<file path="config.mk">
export PLATFORM = sky130hd
export DESIGN_NAME = bounded_deck_with_shuffle
export DESIGN_NICKNAME = d
export VERILOG_FILES = /design/src/sv/bds_pkg.sv /design/src/sv/bds_ram.sv /design/src/sv/bds_rem.sv /design/src/sv/bounded_deck_with_shuffle.sv
export SDC_FILE = /design/constraint.sdc
export NUM_CORES = 2
export LEC_CHECK = 0
export ABC_AREA = 1
export BUFFER_PORTS_ARGS = -buffer_cell sky130_fd_sc_hd__clkbuf_2
export CORE_MARGIN = 3
export CORE_UTILIZATION = 45
export CTS_CLUSTER_DIAMETER = 60
export CTS_CLUSTER_SIZE = 40
export DETAILED_ROUTE_END_ITERATION = 7
export PLACE_DENSITY = 0.61
export SLEW_MARGIN = 20
export SYNTH_ARGS = -nofsm -noshare
export SYNTH_HDL_FRONTEND = slang
export SYNTH_HIERARCHICAL = 1
export SYNTH_SLANG_ARGS = --single-unit
</file>
<file path="constraint.sdc">
create_clock -name clock -period 9.87 [get_ports clock]
set_input_delay 0.987 -clock clock [delete_from_list [all_inputs] [get_ports clock]]
set_output_delay 0.987 -clock clock [all_outputs]
set_load 0.01 [all_outputs]
</file>
<file path="src/sv/bds_pkg.sv">
// Shared types, codes and constants for the bounded deck with shuffle.
// Depends on nothing; bds_rem, the deck and the testbench refer to it by scoped names.
`default_nettype none

package bds_pkg;

   localparam int RND_W        = 32;
   localparam int CAP_W        = 6;
   localparam int COUNT_W      = 6;
   localparam int HANDLE_W     = 16;
   localparam int KEY_W        = 32;
   localparam int CSR_IDX_W    = 1;
   localparam int CSR_DATA_W   = 32;

   localparam logic [CAP_W-1:0] DEFAULT_CAPACITY = 6'd20;
   localparam logic [RND_W-1:0] LFSR_TAPS        = 32'h8020_0003;

   typedef enum logic [1:0] {
      CMD_ADD     = 2'd0,
      CMD_DRAW    = 2'd1,
      CMD_SHUFFLE = 2'd2,
      CMD_FIND    = 2'd3
   } cmd_type;

   typedef enum logic [1:0] {
      STAT_OK        = 2'd0,
      STAT_FULL      = 2'd1,
      STAT_EMPTY     = 2'd2,
      STAT_NOT_FOUND = 2'd3
   } status_type;

   typedef enum logic [CSR_IDX_W-1:0] {
      CSR_CAPACITY = 1'b0,
      CSR_SEED     = 1'b1
   } csr_index_type;

   typedef enum logic [3:0] {
      S_IDLE,
      S_ADD,
      S_DRAW_RD,
      S_DRAW_WAIT,
      S_SH_RNG,
      S_SH_DIV,
      S_SH_RDA,
      S_SH_RDB,
      S_SH_WRA,
      S_SH_WRB,
      S_FIND_RD,
      S_FIND_CHK,
      S_DONE
   } state_type;

   typedef struct packed {
      logic [HANDLE_W-1:0] handle;
      logic [KEY_W-1:0]    key;
   } entry_type;

   // Galois LFSR, right shift
   function automatic logic [RND_W-1:0] lfsr_next(input logic [RND_W-1:0] r);
      logic [RND_W-1:0] s;
      s = r >> 1;
      if (r[0]) begin
         s = s ^ LFSR_TAPS;
      end
      return s;
   endfunction

endpackage

`default_nettype wire

</file>
<file path="src/sv/bds_ram.sv">
// Generic single-port-write, single-port-read RAM with registered read data.
// Depends on nothing.
`default_nettype none

module bds_ram #(
   parameter int WIDTH = 48,
   parameter int DEPTH = 32
) (
   input  wire logic                     clock,
   input  wire logic                     wr_en,
   input  wire logic [$clog2(DEPTH)-1:0] wr_addr,
   input  wire logic [WIDTH-1:0]         wr_data,
   input  wire logic                     rd_en,
   input  wire logic [$clog2(DEPTH)-1:0] rd_addr,
   output      logic [WIDTH-1:0]         rd_data
);

   logic [WIDTH-1:0] mem_ff [DEPTH];
   logic [WIDTH-1:0] rd_data_ff;

   always_ff @(posedge clock) begin
      if (wr_en) begin
         mem_ff[wr_addr] <= wr_data;
      end
      if (rd_en) begin
         rd_data_ff <= mem_ff[rd_addr];
      end
   end

   assign rd_data = rd_data_ff;

endmodule

`default_nettype wire

</file>
<file path="src/sv/bds_rem.sv">
// Restoring remainder unit: one dividend bit per cycle.
// Depends on bds_pkg for the dividend width.
`default_nettype none

module bds_rem #(
   parameter int DIV_W = 6
) (
   input  wire logic                       clock,
   input  wire logic                       reset,
   input  wire logic                       start,
   input  wire logic [bds_pkg::RND_W-1:0]  dividend,
   input  wire logic [DIV_W-1:0]           divisor,
   output      logic                       done,
   output      logic [DIV_W-1:0]           remainder
);

   localparam int STEP_W = $clog2(bds_pkg::RND_W);

   logic                      busy_ff, busy_in;
   logic                      done_ff, done_in;
   logic [STEP_W-1:0]         step_ff, step_in;
   logic [bds_pkg::RND_W-1:0] shift_ff, shift_in;
   logic [DIV_W-1:0]          rem_ff, rem_in;
   logic [DIV_W-1:0]          div_ff, div_in;
   logic [DIV_W:0]            trial;
   logic [DIV_W:0]            trial_sub;
   logic                      last_step;

   assign trial     = {rem_ff, shift_ff[bds_pkg::RND_W-1]};
   assign trial_sub = trial - {1'b0, div_ff};
   assign last_step = (step_ff == STEP_W'(bds_pkg::RND_W - 1));

   always_comb begin
      busy_in  = busy_ff;
      done_in  = 1'b0;
      step_in  = step_ff;
      shift_in = shift_ff;
      rem_in   = rem_ff;
      div_in   = div_ff;
      if (start) begin
         busy_in  = 1'b1;
         step_in  = '0;
         shift_in = dividend;
         rem_in   = '0;
         div_in   = divisor;
      end else if (busy_ff) begin
         // keep the partial remainder below the divisor
         if (trial >= {1'b0, div_ff}) begin
            rem_in = trial_sub[DIV_W-1:0];
         end else begin
            rem_in = trial[DIV_W-1:0];
         end
         shift_in = shift_ff << 1;
         step_in  = step_ff + STEP_W'(1);
         if (last_step) begin
            busy_in = 1'b0;
            done_in = 1'b1;
         end
      end
   end

   always_ff @(posedge clock) begin
      if (reset) begin
         busy_ff <= 1'b0;
         done_ff <= 1'b0;
         step_ff <= '0;
      end else begin
         busy_ff <= busy_in;
         done_ff <= done_in;
         step_ff <= step_in;
      end
   end

   always_ff @(posedge clock) begin
      shift_ff <= shift_in;
      rem_ff   <= rem_in;
      div_ff   <= div_in;
   end

   assign done      = done_ff;
   assign remainder = rem_ff;

endmodule

`default_nettype wire

</file>
<file path="src/sv/bounded_deck_with_shuffle.sv">
// Bounded deck with shuffle: a circular card store in one RAM, one command at a time.
// Each command is taken in idle and answered from a completion state; a find reads and
// checks one entry at a time, and a shuffle does count-1 swaps; each swap is one LFSR
// step, a division in the serial remainder unit and four RAM accesses.
// Throughput: one command at a time, the next taken once the result is parked.
// Synchronous reset empties the deck, sets capacity 20 and the generator 1; RAM is kept.
`default_nettype none

module bounded_deck_with_shuffle #(
   parameter int MAX_CARDS = 32
) (
   input  wire logic                            clock,
   input  wire logic                            reset,
   input  wire logic                            req_valid,
   output      logic                            req_stall,
   input  wire logic [1:0]                      req_cmd,
   input  wire logic [bds_pkg::HANDLE_W-1:0]    req_card_handle,
   input  wire logic [bds_pkg::KEY_W-1:0]       req_card_name_key,
   output      logic                            rsp_valid,
   input  wire logic                            rsp_stall,
   output      logic [1:0]                      rsp_status,
   output      logic [bds_pkg::HANDLE_W-1:0]    rsp_found_handle,
   output      logic [bds_pkg::KEY_W-1:0]       rsp_found_name_key,
   output      logic [bds_pkg::COUNT_W-1:0]     rsp_entry_count,
   input  wire logic                            csr_wr_en,
   input  wire logic [bds_pkg::CSR_IDX_W-1:0]   csr_index,
   input  wire logic [bds_pkg::CSR_DATA_W-1:0]  csr_wdata
);

   localparam int SLOT_W  = $clog2(MAX_CARDS);
   localparam int CNT_W   = $clog2(MAX_CARDS + 1);
   localparam int SUM_W   = CNT_W + 1;
   localparam int CMP_W   = (CNT_W > bds_pkg::CAP_W) ? CNT_W : bds_pkg::CAP_W;
   localparam int ENTRY_W = $bits(bds_pkg::entry_type);

   bds_pkg::state_type              state_ff, state_in;
   logic [bds_pkg::CAP_W-1:0]       cap_ff, cap_in;
   logic [bds_pkg::RND_W-1:0]       rnd_ff, rnd_in;
   logic [SLOT_W-1:0]               front_ff, front_in;
   logic [CNT_W-1:0]                count_ff, count_in;
   logic [CNT_W-1:0]                i_ff, i_in;
   logic [CNT_W-1:0]                b_ff, b_in;
   logic [CNT_W-1:0]                idx_ff, idx_in;
   bds_pkg::entry_type              tmp_ff, tmp_in;
   logic [bds_pkg::HANDLE_W-1:0]    handle_ff, handle_in;
   logic [bds_pkg::KEY_W-1:0]       key_ff, key_in;
   bds_pkg::status_type             res_status_ff, res_status_in;
   bds_pkg::entry_type              res_entry_ff, res_entry_in;
   logic                            rsp_valid_ff, rsp_valid_in;
   bds_pkg::status_type             rsp_status_ff, rsp_status_in;
   bds_pkg::entry_type              rsp_entry_ff, rsp_entry_in;
   logic [bds_pkg::COUNT_W-1:0]     rsp_count_ff, rsp_count_in;

   logic                            req_xfer;
   logic                            rsp_free;
   logic                            deck_full;
   logic                            find_match;
   logic [CMP_W-1:0]                count_wide;
   logic [CNT_W-1:0]                ram_pos;
   logic [SUM_W-1:0]                slot_sum;
   logic [SUM_W-1:0]                slot_wrap;
   logic [SLOT_W-1:0]               ram_addr;
   logic                            ram_wr_en;
   logic                            ram_rd_en;
   bds_pkg::entry_type              ram_wr_data;
   bds_pkg::entry_type              ram_rd_data;
   logic                            rem_start;
   logic                            rem_done;
   logic [CNT_W-1:0]                rem_value;
   logic [bds_pkg::RND_W-1:0]       rnd_next;
   logic [bds_pkg::RND_W-1:0]       seed_value;

   assign req_xfer   = req_valid && !req_stall;
   assign req_stall  = (state_ff != bds_pkg::S_IDLE);
   assign rsp_free   = !rsp_valid_ff || !rsp_stall;
   assign count_wide = CMP_W'(count_ff);
   assign deck_full  = (count_wide >= CMP_W'(cap_ff)) || (count_wide >= CMP_W'(MAX_CARDS));
   assign find_match = (ram_rd_data.key == key_ff);
   assign rnd_next   = bds_pkg::lfsr_next(rnd_ff);
   assign seed_value = (csr_wdata == '0) ? bds_pkg::RND_W'(1) : csr_wdata;

   // logical position to physical slot, wrapping once around the ring
   assign slot_sum  = SUM_W'(front_ff) + SUM_W'(ram_pos);
   assign slot_wrap = (slot_sum >= SUM_W'(MAX_CARDS)) ? (slot_sum - SUM_W'(MAX_CARDS))
                                                      : slot_sum;
   assign ram_addr  = slot_wrap[SLOT_W-1:0];

   bds_ram #(
      .WIDTH (ENTRY_W),
      .DEPTH (MAX_CARDS)
   ) u_store (
      .clock   (clock),
      .wr_en   (ram_wr_en),
      .wr_addr (ram_addr),
      .wr_data (ram_wr_data),
      .rd_en   (ram_rd_en),
      .rd_addr (ram_addr),
      .rd_data (ram_rd_data)
   );

   bds_rem #(
      .DIV_W (CNT_W)
   ) u_rem (
      .clock     (clock),
      .reset     (reset),
      .start     (rem_start),
      .dividend  (rnd_next),
      .divisor   (i_ff),
      .done      (rem_done),
      .remainder (rem_value)
   );

   // next state
   always_comb begin
      state_in = state_ff;
      case (state_ff)
         bds_pkg::S_IDLE: begin
            if (req_xfer) begin
               case (bds_pkg::cmd_type'(req_cmd))
                  bds_pkg::CMD_ADD:     state_in = bds_pkg::S_ADD;
                  bds_pkg::CMD_DRAW:    state_in = bds_pkg::S_DRAW_RD;
                  bds_pkg::CMD_SHUFFLE: begin
                     if (count_ff < CNT_W'(2)) begin
                        state_in = bds_pkg::S_DONE;
                     end else begin
                        state_in = bds_pkg::S_SH_RNG;
                     end
                  end
                  bds_pkg::CMD_FIND:    state_in = bds_pkg::S_FIND_RD;
                  default:              state_in = bds_pkg::S_IDLE;
               endcase
            end
         end
         bds_pkg::S_ADD:       state_in = bds_pkg::S_DONE;
         bds_pkg::S_DRAW_RD: begin
            if (count_ff == '0) begin
               state_in = bds_pkg::S_DONE;
            end else begin
               state_in = bds_pkg::S_DRAW_WAIT;
            end
         end
         bds_pkg::S_DRAW_WAIT: state_in = bds_pkg::S_DONE;
         bds_pkg::S_SH_RNG:    state_in = bds_pkg::S_SH_DIV;
         bds_pkg::S_SH_DIV: begin
            if (rem_done) begin
               state_in = bds_pkg::S_SH_RDA;
            end
         end
         bds_pkg::S_SH_RDA:    state_in = bds_pkg::S_SH_RDB;
         bds_pkg::S_SH_RDB:    state_in = bds_pkg::S_SH_WRA;
         bds_pkg::S_SH_WRA:    state_in = bds_pkg::S_SH_WRB;
         bds_pkg::S_SH_WRB: begin
            if (i_ff == CNT_W'(2)) begin
               state_in = bds_pkg::S_DONE;
            end else begin
               state_in = bds_pkg::S_SH_RNG;
            end
         end
         bds_pkg::S_FIND_RD: begin
            if (idx_ff >= count_ff) begin
               state_in = bds_pkg::S_DONE;
            end else begin
               state_in = bds_pkg::S_FIND_CHK;
            end
         end
         bds_pkg::S_FIND_CHK: begin
            if (find_match) begin
               state_in = bds_pkg::S_DONE;
            end else begin
               state_in = bds_pkg::S_FIND_RD;
            end
         end
         bds_pkg::S_DONE: begin
            if (rsp_free) begin
               state_in = bds_pkg::S_IDLE;
            end
         end
         default:              state_in = bds_pkg::S_IDLE;
      endcase
   end

   // datapath and memory controls
   always_comb begin
      cap_in        = cap_ff;
      rnd_in        = rnd_ff;
      front_in      = front_ff;
      count_in      = count_ff;
      i_in          = i_ff;
      b_in          = b_ff;
      idx_in        = idx_ff;
      tmp_in        = tmp_ff;
      handle_in     = handle_ff;
      key_in        = key_ff;
      res_status_in = res_status_ff;
      res_entry_in  = res_entry_ff;
      rsp_status_in = rsp_status_ff;
      rsp_entry_in  = rsp_entry_ff;
      rsp_count_in  = rsp_count_ff;
      rsp_valid_in  = rsp_valid_ff && rsp_stall;
      ram_pos       = '0;
      ram_wr_en     = 1'b0;
      ram_rd_en     = 1'b0;
      ram_wr_data   = tmp_ff;
      rem_start     = 1'b0;

      case (state_ff)
         bds_pkg::S_IDLE: begin
            if (req_xfer) begin
               handle_in    = req_card_handle;
               key_in       = req_card_name_key;
               i_in         = count_ff;
               idx_in       = '0;
               res_entry_in = '0;
               if (bds_pkg::cmd_type'(req_cmd) == bds_pkg::CMD_FIND) begin
                  res_status_in = bds_pkg::STAT_NOT_FOUND;
               end else begin
                  res_status_in = bds_pkg::STAT_OK;
               end
            end
         end
         bds_pkg::S_ADD: begin
            ram_pos = count_ff;
            if (deck_full) begin
               res_status_in = bds_pkg::STAT_FULL;
            end else begin
               ram_wr_en          = 1'b1;
               ram_wr_data.handle = handle_ff;
               ram_wr_data.key    = key_ff;
               count_in           = count_ff + CNT_W'(1);
            end
         end
         bds_pkg::S_DRAW_RD: begin
            if (count_ff == '0) begin
               res_status_in = bds_pkg::STAT_EMPTY;
            end else begin
               ram_rd_en = 1'b1;
            end
         end
         bds_pkg::S_DRAW_WAIT: begin
            res_entry_in = ram_rd_data;
            count_in     = count_ff - CNT_W'(1);
            if (front_ff == SLOT_W'(MAX_CARDS - 1)) begin
               front_in = '0;
            end else begin
               front_in = front_ff + SLOT_W'(1);
            end
         end
         bds_pkg::S_SH_RNG: begin
            rnd_in    = rnd_next;
            rem_start = 1'b1;
         end
         bds_pkg::S_SH_DIV: begin
            if (rem_done) begin
               b_in = rem_value;
            end
         end
         bds_pkg::S_SH_RDA: begin
            ram_pos   = i_ff - CNT_W'(1);
            ram_rd_en = 1'b1;
         end
         bds_pkg::S_SH_RDB: begin
            ram_pos   = b_ff;
            ram_rd_en = 1'b1;
            tmp_in    = ram_rd_data;
         end
         bds_pkg::S_SH_WRA: begin
            // hold read data of position j; write it to position i-1
            ram_pos     = i_ff - CNT_W'(1);
            ram_wr_en   = 1'b1;
            ram_wr_data = ram_rd_data;
         end
         bds_pkg::S_SH_WRB: begin
            ram_pos     = b_ff;
            ram_wr_en   = 1'b1;
            ram_wr_data = tmp_ff;
            i_in        = i_ff - CNT_W'(1);
         end
         bds_pkg::S_FIND_RD: begin
            ram_pos = idx_ff;
            if (idx_ff < count_ff) begin
               ram_rd_en = 1'b1;
            end
         end
         bds_pkg::S_FIND_CHK: begin
            if (find_match) begin
               res_status_in = bds_pkg::STAT_OK;
               res_entry_in  = ram_rd_data;
            end else begin
               idx_in = idx_ff + CNT_W'(1);
            end
         end
         bds_pkg::S_DONE: begin
            if (rsp_free) begin
               rsp_valid_in  = 1'b1;
               rsp_status_in = res_status_ff;
               rsp_entry_in  = res_entry_ff;
               rsp_count_in  = count_wide[bds_pkg::COUNT_W-1:0];
            end
         end
         default: begin
         end
      endcase

      if (csr_wr_en) begin
         case (bds_pkg::csr_index_type'(csr_index))
            bds_pkg::CSR_CAPACITY: cap_in = csr_wdata[bds_pkg::CAP_W-1:0];
            bds_pkg::CSR_SEED:     rnd_in = seed_value;
            default:               cap_in = cap_ff;
         endcase
      end
   end

   always_ff @(posedge clock) begin
      if (reset) begin
         state_ff     <= bds_pkg::S_IDLE;
         cap_ff       <= bds_pkg::DEFAULT_CAPACITY;
         rnd_ff       <= bds_pkg::RND_W'(1);
         front_ff     <= '0;
         count_ff     <= '0;
         rsp_valid_ff <= 1'b0;
      end else begin
         state_ff     <= state_in;
         cap_ff       <= cap_in;
         rnd_ff       <= rnd_in;
         front_ff     <= front_in;
         count_ff     <= count_in;
         rsp_valid_ff <= rsp_valid_in;
      end
   end

   always_ff @(posedge clock) begin
      i_ff          <= i_in;
      b_ff          <= b_in;
      idx_ff        <= idx_in;
      tmp_ff        <= tmp_in;
      handle_ff     <= handle_in;
      key_ff        <= key_in;
      res_status_ff <= res_status_in;
      res_entry_ff  <= res_entry_in;
      rsp_status_ff <= rsp_status_in;
      rsp_entry_ff  <= rsp_entry_in;
      rsp_count_ff  <= rsp_count_in;
   end

   assign rsp_valid          = rsp_valid_ff;
   assign rsp_status         = rsp_status_ff;
   assign rsp_found_handle   = rsp_entry_ff.handle;
   assign rsp_found_name_key = rsp_entry_ff.key;
   assign rsp_entry_count    = rsp_count_ff;

   a_count_bound: assert property (@(posedge clock) disable iff (reset)
      count_ff <= CNT_W'(MAX_CARDS))
      else $error("deck count exceeds store size");

   a_rem_bound: assert property (@(posedge clock) disable iff (reset)
      (state_ff == bds_pkg::S_SH_DIV) && rem_done |-> rem_value < i_ff)
      else $error("swap partner outside the unshuffled range");

   a_rsp_from_done: assert property (@(posedge clock) disable iff (reset)
      !$past(reset) && !$past(rsp_valid_ff) && rsp_valid_ff |->
         $past(state_ff == bds_pkg::S_DONE))
      else $error("response raised outside the completion state");

endmodule

`default_nettype wire

</file>
* Word-level counts from Yosys, hierarchy flattened
Memories as Yosys holds them, arrays and structs flattened. A register that Yosys moved wholly into a read port is not among the register bits. Cells that the tools add are included.
Word-level totals: RAM bits 1536, bits of input ports 88, register bits after elaboration 325, memories 1, ROM bits 0, latch bits 0, output and inout port bits 58
Memories:
- u_store.mem_ff | words 32, bits a word 48, rd ports 1, clocked after Yosys merged registers in 1, write ports 1, line bds_ram.sv:18 | logic [WIDTH-1:0] mem_ff [DEPTH];
Cells by class: shift operators 0, $lt $le $gt $ge 7, reductions and logical operators 35, equal/unequal tests 27, $mul 0, bitwise gates (word level) 3, divide/modulo/power cells 0, mux-type cells 53, add/sub/neg operators 9
Operators by type and width (number):
- 32-bit two-way mux | 7
- 48-bit two-way mux | 3
- 48-bit case mux with 3 select lines | 1
- 48-bit case mux with 2 select lines | 1
- 4-bit case mux with 12 select lines | 1
- 6-bit case mux with 2 select lines | 3
- 32-bit == test | 1
- 32-bit zero test | 1
- 6-bit two-way mux | 5
- 4-bit two-way mux | 6
- 6-bit case mux with 4 select lines | 1
- 4-bit == test, second input constant | 5
- 4-bit by 3-bit == test with 1-bit output, second input constant | 4
- 4-bit case mux with 4 select lines | 1
- 2-bit != test, second input constant | 7
- 6-bit by 1-bit adder with 6-bit output, second input constant | 2
- 6-bit >= comparator | 2
- 1-bit two-way mux | 12
- 2-bit AND reduction | 6
- 2-bit OR reduction | 6
- 6-bit by 1-bit subtractor with 6-bit output, second input constant | 2
- 5-bit by 1-bit adder with 5-bit output, second input constant | 2
- 5-bit == test, second input constant | 2
- 2-bit two-way mux | 5
- other kinds (33) | 48

* Depth between registers and ports, before layout
depth after elaboration 6, depth in mapped cells 22, depth with buffers taken out 19

* Cells and area by module
The synthesis kept the hierarchy.
Modules (own cells, without submodules):
- bds_ram | area an instance 63449.6 µm², sequential area each 47565.6 µm², instances 1, cells each 5279
- bounded_deck_with_shuffle | area an instance 12715.9 µm², sequential area each 7657.3 µm², instances 1, cells each 1308
- bds_rem | area an instance 2437.3 µm², sequential area each 1401.3 µm², instances 1, cells each 273

* Worst setup path after synthesis
No wires, ideal clock.
path type register to register, from register state_ff[3], to memory u_store.mem_ff[4][0], enable pin, path buffers 1, library setup time 454 ps, setup slack 4594 ps, data required time 9416 ps, cell stages (with the launch flop) 17, data arrival time 4822 ps, path through dfxtp_1 nor2_1 inv_4 nor2_8 inv_4 clkbuf_1 o221ai_1 ha_1 inv_1 fa_1 o21ai_0 xnor2_1 xor2_1 inv_1 inv_1 nand3_1 nor2_1
On the way: cells in the longest elaborated chain, start to end 6
Ends and longest elaborated chain:
- from (decl) | line bounded_deck_with_shuffle.sv:36 | bds_pkg::state_type state_ff, state_in;
- from (signal assigned) | line bounded_deck_with_shuffle.sv:315 | state_ff <= bds_pkg::S_IDLE;
- from (signal assigned) | line bounded_deck_with_shuffle.sv:322 | state_ff <= state_in;
- 4-bit by 3-bit == test with 1-bit output / 4-bit == test (equally long branches) | line bounded_deck_with_shuffle.sv:206 | case (state_ff)
- 2-bit OR reduction (no source line)
- 6-bit case mux with 4 select lines (*) | line bounded_deck_with_shuffle.sv:206
- 5-bit by 6-bit adder with 7-bit output (*) | line bounded_deck_with_shuffle.sv:83 | assign slot_sum = SUM_W'(front_ff) + SUM_W'(ram_pos);
- via slot_sum[4] | line bounded_deck_with_shuffle.sv:60 | logic [SUM_W-1:0] slot_sum;
- 7-bit by 6-bit >= comparator with 1-bit output / 5-bit by 1-bit subtractor with 5-bit output (equally long branches) | line bounded_deck_with_shuffle.sv:84 | assign slot_wrap = (slot_sum >= SUM_W'(MAX_CARDS)) ? (slot_sum - SUM_W'(MAX_CARDS))
- 5-bit two-way mux (*) | line bounded_deck_with_shuffle.sv:84
- to (decl) | line bds_ram.sv:18
Mark *: on every way through the listed nets, which the timed path passes. The rest lies on a longest branch.

* Worst setup path in the final report
from register state_ff[3], to memory u_store.mem_ff[31][29], enable pin
The elaborated chain is that of the path after synthesis.

==> summary.md <==
| Metric | Value |
|---|---|
| CTS sink cnt | 1,908 |
| Crit-path cells | nor2_1 > inv_4 > nor2_8 > inv_4 > o221ai_1 > ha_4 > inv_1 > fa_1 > o21ai_0 > xnor2_1 > xor2_1 > inv_2 > nand3_1 > nor2_4 > buf_4 |
| Syn-to-layout area delta | 9.66% |
| Yosys warning total | 6 |
| DRT Wirelength | around 210,000 um |
| Congestion Overflow GR | 0 |
| Worst EP arrival | approximately 6.4 ns |
| R2r setup slk | 3.89 ns |
| RSZ-0062 raised after global routing | no |
| FFs w/ async S/R, synth | 0 |
| Initial DRC count | 5,923 |
| Final hold violation count | 0 |
| DR vias | roughly 52,000 |
| Io pins | 146 |
| Post-Synthesis Cells | 6,860 |
| Worst-margin pin slew | 1.25 ns |
| Worst reg2reg path endpoint | u_store/mem_ff[31][29] |
| Most frequent CP cell | inv_4 |
| DR WL/cell | 22.5 um |
| Layout cell share with drive strength beyond 1 | 0.0824 |
| Total Power | 26.4 mW |
| Number of synthesized flops with an enable pin | 1,841 |
| Static leakage | between 30 and 40 nW |
| PortBufs | 145 |
| Number of global-route vias before repair | 48,638 |
| Core area | 173,000 sq um |
| Peak supply drop | 0.328 mV |
| Die area | roughly 180,000 sq um |
| CTS Buffer Depth | 3 |
| Antenna viol nets, final | 0 |
| Cells resized by post-CTS repair | 0 |
| Critical Path Start | state_ff[3] |
| Tot GR Track Use | 0.229 |
| Max Fclk | 167 MHz |
| Die width | 424 um |
| Synth cell types | 51 |
| Critical-path maximum fanout | 52 |
| Site Rows | ~150 |
| RR Startpoint | state_ff[3] |
| Post-route DRC | 0 |
| CP Data Required Time | 10.29 ns |
| Die height | 424 um |
| Tcrit/Tclk final | 0.606 |
| Seq/Total Area, Yosys | 0.720 |
| Top-count cell post-synth | nand2_1 |
| Status | finished clean |
| Worst Setup EP | u_store/mem_ff[31][29] |
| R2r worst-path depth | 15 |
| Synthesized Nets | around 7,000 |
| Worst min path class | input port to register |
| Top-area cell type share of the netlist area | 0.703 |
| Startpoint Class | register |
| CTS tree | yes |
| Mean area per synthesized cell | 11.5 sq um |
| # nets final | 6,996 |
| Final setup viols | 0 |
| Hold Buf Count CTS | 0 |
| Initial antenna violation count | 6 |
| Largest net degree at the start of global routing | 194 |
| Crit path time final | about 6 ns |
| CTS buffer count | between 100 and 150 |
| Critical path type | register to register |
| Max-slew violations | 0 |
| Crit path largest cell delay | ~0.93 ns |
| Post-Route Setup TNS | 0 ns |
| Root buffer cell | clkbuf_16 |
| Final Skew | approximately 0.037 ns |
| Level count of the clock H-tree | 4 |
| Setup Fix Bufs, Post-CTS | 0 |
| CP Capture Type | register |
| Placer Congestion | 0.855 |
| Ranking of synthesized cells by area | edfxtp_1 70%, nand2_1 12%, nand3_1 7.7% |
| First-pass GRT wire length | between 300,000 and 400,000 um |
| Number of synthesized register bits | around 1,900 |
| Starting Density | 0.455 |
| Worst skew pair latency | roughly 0.8 ns |
| Hpwl dp | 115,000 um |
| Clock slew at reported path FFs | 0.08 ns |
| # Max-Cap Violations | 0 |
| PwrDens | 306 nW/um^2 |
| Mapped Area | 78,600 sq um |
| Via/cell ratio | 5.55 |
| Slowest cell on the critical path | nor2_4 |
| Worst slew margin | 0.166 |
| Synth Flop Type | edfxtp_1 |
| Synth cell count leaders | 2,512 x nand2_1, 1,841 x edfxtp_1, 1,211 x nand3_1 |
| First-pass DRT Iterations | 6 |
| Area leader, netlist | edfxtp_1 |
==> through the flow <==
stage / cell area [sq um] / hold WS [ns] / cells / setup slack (ns) / utilization
after detailed placement: 81500 / 0.405 / 9043 / 3.73 / 0.472
after CTS: 86100 / 0.301 / 9284 / 3.73 / 0.499
after global routing: 86200 / 0.332 / 9286 / 3.59 / 0.499
after global placement: 81500 / 0.400 / 9043 / 3.73 / 0.472
final: 86200 / 0.374 / 9287 / 3.89 / 0.499
after floorplan: 78600 / 0.400 / 6860 / 4.59 / -
==> routing by layer <==
metal | vias up | GRT usage | part of all wire | routed length (um)
li1 | 23707 | - | - | -
met1 | 25298 | 0.336 | 0.44 | 91000
met2 | 2212 | 0.356 | 0.46 | 95300
met3 | 290 | 0.0326 | 0.084 | 17600
met4 | 0 | 0.0632 | 0.023 | 4770
met5 | - | 0 | 0 | 0
==> worst min path at each step <==
stage          slack [ns]                      to  depth (start not counted)               start
5_1_grt              0.33            handle_ff[9]                          1  req_card_handle[9]
3_5_place_dp         0.40     rsp_found_handle[3]                          0    res_entry_ff[35]
6_report             0.37            handle_ff[9]                          1  req_card_handle[9]
3_3_place_gp         0.40  rsp_found_name_key[17]                          0    res_entry_ff[17]
2_1_floorplan        0.40     rsp_found_handle[0]                          0    res_entry_ff[32]
4_1_cts              0.30            handle_ff[4]                          1  req_card_handle[4]
==> layout make-up <==
type,count,area [sq um]
Inverter,284,1100
Multi-Input combinational cell,4282,19200
Antenna cell,1,2.50
Clock buffer,146,3540
Fill cell,15091,86500
Tap cell,2310,2890
Timing Repair Buffer,261,1730
Sequential cell,1908,56600
Clock inverter,95,1100
==> where the power goes <==
| group | switching, mW | internal [mW] | total (mW) | leakage [nW] |
|---|---|---|---|---|
| combinational | 7.20 | 2.22 | 9.42 | 12.4 |
| sequential | 0.296 | 10.7 | 11.0 | 17.2 |
| clock | 2.91 | 3.01 | 5.92 | 2.21 |
==> worst max-delay path, delay by kind of cell (launching register included) <==
family	cells	cell delay, ns
AOI/OAI and AO/OA	2	0.63
and+or+nand+nor	4	1.89
DFF	1	0.38
buffers and inverters	5	1.68
adders and majority gates	2	0.64
xor gates and xnor gates	2	0.34
==> sequential cells by signal, summed over array words and instances (netlist names), 2 cells and up <==
register,cells
rsp_entry_count,6
key_ff,32
state_ff,4
u_rem/shift_ff,32
u_rem/remainder,6
rsp_status,2
u_rem/div_ff,6
idx_ff,6
b_ff,5
rsp_found_handle,16
u_rem/step_ff,5
rnd_ff,32
i_ff,6
u_store/rd_data,48
res_status_ff,2
rsp_found_name_key,32
count_ff,6
u_store/mem_ff,1536
handle_ff,16
front_ff,5
tmp_ff,48
cap_ff,6
res_entry_ff,48
==> logic make-up after synthesis <==
family / Yosys count / synth area share
xor+xnor: 36 / 0.00401
fa+ha+maj: 37 / 0.00618
simple gates: 3938 / 0.210
flops: 1908 / 0.720
compound gates: 271 / 0.0200
buf+inv: 670 / 0.0397
==> placed cells by master (no fill, tap or decap), types with 4 or more instances in the layout <==
cell        instances
nand4_1            13
inv_2              12
clkinv_1           15
nor2_4             41
o211ai_1           16
nor4_1              4
o22ai_1            51
buf_4             106
inv_8              13
bufinv_16          12
clkinv_8           10
clkbuf_16         140
ha_1               33
xnor2_1            24
xor2_1             10
o21ai_0            76
a21oi_1            92
inv_6              15
nand2_2            15
nor2_1            124
dfxtp_1            67
a22oi_1             6
edfxtp_1         1841
clkinv_2            6
clkbuf_1            5
clkinvlp_4         16
clkbuf_2          145
nor3_1             13
nand3_1          1211
clkinv_4           10
a221oi_1            6
a211oi_1           13
buf_12              9
nand2_1          2501
inv_1             264
(Power assumes the default switching activity.)
